[config.mk]
export PLATFORM = sky130hd
export DESIGN_NAME = dpm_ram
export DESIGN_NICKNAME = d
export VERILOG_FILES = /design/src/hdl/assert_macros.svh /design/src/hdl/dpm_ram.sv
export SDC_FILE = /design/constraint.sdc
export NUM_CORES = 1
export LEC_CHECK = 0
export ABC_AREA = 1
export CORE_UTILIZATION = 40
export CTS_BUF_LIST = sky130_fd_sc_hd__clkbuf_4 sky130_fd_sc_hd__clkbuf_8 sky130_fd_sc_hd__clkbuf_16
export DETAILED_ROUTE_END_ITERATION = 7
export DONT_BUFFER_PORTS = 1
export GPL_ROUTABILITY_DRIVEN = 0
export PLACE_DENSITY_LB_ADDON = 0.05
export SLEW_MARGIN = 20
export SYNTH_ARGS = -nofsm -noshare
export SYNTH_HDL_FRONTEND = slang
export SYNTH_SLANG_ARGS = --single-unit
[constraint.sdc]
create_clock -name clk -period 2.9 [get_ports clk]
set_input_delay 0.145 -clock clk [delete_from_list [all_inputs] [get_ports clk]]
set_output_delay 0.145 -clock clk [all_outputs]
set_load 0.1 [all_outputs]
[src/hdl/assert_macros.svh]
// Assertion helpers shared by the RTL
`ifndef ASSERT_MACROS_SVH
`define ASSERT_MACROS_SVH

// Same-cycle implication, sampled on clk, off during reset
`define DPM_ASSERT_IMP(lbl, ante, cons, msg) \
    lbl: assert property (@(posedge clk) disable iff (!rst_n) (ante) |-> (cons)) \
        else $error(msg);

// Next-cycle implication, sampled on clk, off during reset
`define DPM_ASSERT_NXT(lbl, ante, cons, msg) \
    lbl: assert property (@(posedge clk) disable iff (!rst_n) (ante) |=> (cons)) \
        else $error(msg);

`endif

[src/hdl/dpm_ram.sv]
`default_nettype none

module dpm_ram #(
    parameter int WIDTH = 8,
    parameter int DEPTH = 16,
    localparam int AW = $clog2(DEPTH)
) (
    input  wire logic             clk,
    input  wire logic             we,
    input  wire logic [AW-1:0]    waddr,
    input  wire logic [WIDTH-1:0] wdata,
    input  wire logic             re,
    input  wire logic [AW-1:0]    raddr,
    output logic      [WIDTH-1:0] rdata
);

    logic [WIDTH-1:0] mem [DEPTH];

    always_ff @(posedge clk)
    begin
        if (we)
        begin
            mem[waddr] <= wdata;
        end
        if (re)
        begin
            rdata <= mem[raddr];
        end
    end

endmodule

`default_nettype wire

==> flow_summary.ini <==
[status]
outcome = complete, no violations

[clocking]
ctsRootBufferMaster = clkbuf_16
clockBufferDepth = 2
cts-htree-levels = 4
clk_latency_ps = 420
cts_buffers = 17
ctsResizeCount = 0
cts_tree = built
cts_sinks = 136
path_clk_slew_ps = 60

[critical_path]
critPathLaunchType = register
worstPathArrival_ps = 1390
required_ps = 2760
end_kind = primary output
crit_fanout = 1
crit_type = register to primary output
ff2ff_setup_slack_ps = 1730

[power_and_ir_drop]
seqPwrFrac_pct = 50.0
vdd_drop_max_mv = 0.375
finalPower_w = 0.00459
p_leak_nw = 2.75
combPwrFrac_pct = 4.8
swShare_pct = 21.7
clkPwrFrac_pct = 45.2
powerDensity_nw_per_um2 = 697
switchingPower_w = 0.000996
p_int_w = 0.00360

[route]
antenna_left = 0
drt_iter0_markers = 316
post_drt_wl_per_cell_um = 18.2
drc = 0
vias_per_cell = 4.88
wl_um = 13600
vias = 3656
first_pass_iters = 5

[synthesis]
ys_types = 11
netlist_instances = 551
ys_warn_count = 0
post_synth.cell_area_avg_um2 = 10.6
yosysSeqAreaShare_pct = 69.8
synth_fp_nets = 570
ys_ff_latch = 136
syn_area_um2 = 5850

[global_routing]
antenna_found_initial = 0
grt_max_degree = 66
grt_first_pass_wirelength_um = 20800
first_global_vias = 3489
grt_usage_pct = 20.0
gr-total-overflow = 0

[placed_design]
hpwl_um = 8310
port_buffers = 0
pre_cts_ws_ps = 1370

[job]
maxCapViolCount = 0

[die]
die_h_um = 123
chipWidth_um = 123
pin_count = 27
fp-row-count = 43
core_um2 = 14100
dieArea_um2 = 15100
initial_core_util_pct = 41.5

[layout]
final_common_cell = nand2_1
multiInputGateArea_um2 = 1210
finalNetCount = 576
fill_cells = 1344
diodes = 0
drive_above_1_share_pct = 4.75
area_growth_pct = 12.7
layout_common_cells = 173 x nand2_1, 136 x edfxtp_1, 100 x inv_1, 97 x nand3_1
seq_area_um2 = 4080

[worst_hold_path]
hp-class = input port to register

[timing]
clock_skew_ps = 5.35
finalSetupViolCount = 0
final_hold_viol_count = 0
fin_setup_tns_ps = 0
fin_crit_sh_pct = 53.0
max-slew-margin-rel_pct = 37.3
finalCriticalPeriod_ps = 1540
tightest_slew_ps = 942
fin_ws_ps = 1360
drv_slew = 0
grt_setup_unrepaired = false
fmax_mhz = 651
[kinds of logic after synthesis]
group | count (synthesis) | synth area share (%)
buffers and inverters | 126 | 9.39
DFF | 136 | 69.8
and+or+nand+nor | 289 | 20.8
[worst min-delay path: stages]
cell	delay, ps
nand3_1	60
nand3_1	60
nand2_1	60
[timing repair]
action | in CTS | in global routing
setup buffers | 0 | 0
hold endpoints to repair | 144 | 0
hold buffers | 10 | 0
[stage by stage]
stage | std cells | utilization [%] | cell area (um^2) | hold slack (ps)
2_1_floorplan | 551 | - | 5850 | 244
3_3_place_gp | 708 | 42.0 | 5930 | 245
6_report | 749 | 46.8 | 6590 | 12.8
5_1_grt | 749 | 46.8 | 6590 | 19.4
3_5_place_dp | 708 | 42.0 | 5930 | 245
4_1_cts | 749 | 46.8 | 6590 | 0.161
[flip-flops by register name, summed over array words and instances (netlist names)]
signal / flops
rdata: 8
mem: 128
[power groups by stage]
stage | logic (W) | clock network (W) | registers, W
6_report | 0.000219 | 0.00208 | 0.00230
3_5_place_dp | 0.000171 | 0 | 0.00234
4_1_cts | 0.000222 | 0.00210 | 0.00230
3_3_place_gp | 0.000171 | 0 | 0.00234
2_1_floorplan | 0.000155 | 0 | 0.00233
5_1_grt | 0.000246 | 0.00218 | 0.00230
[per-layer routing]
metal	vias up	track usage [%]	wire length (um)
met1	1751	28.4	6490
li1	1795	-	-
met2	95	29.5	6270
met5	-	0	0
met3	15	4.29	622
met4	0	8.61	256
[worst paths after layout]
check	from	endpoint	cells after the start
worst max-delay path	rdata[2]	rdata[2]	0
worst min-delay path	raddr[2]	rdata[5]	3
worst max register to register	mem[3][3]	rdata[3]	6
worst min register to register	mem[12][5]	rdata[5]	6
[area by class of cell]
| cell class | count | share of cell area, % |
|---|---|---|
| inverters | 102 | 5.81 |
| clock buffers | 17 | 6.46 |
| clock inverters | 14 | 2.11 |
| well taps | 180 | 3.42 |
| flip-flops and latches | 136 | 62.0 |
| repair buffers | 11 | 1.82 |
| multi-input cells | 289 | 18.4 |
[Yosys cell counts, drive strengths merged]
master  count  area (um^2)
inv       102          383
nor2       17         63.8
nand2     173          649
nand3b      2         15.0
buf        24          166
nand3      97          485
edfxtp    136         4080
(Power assumes the default switching activity.)
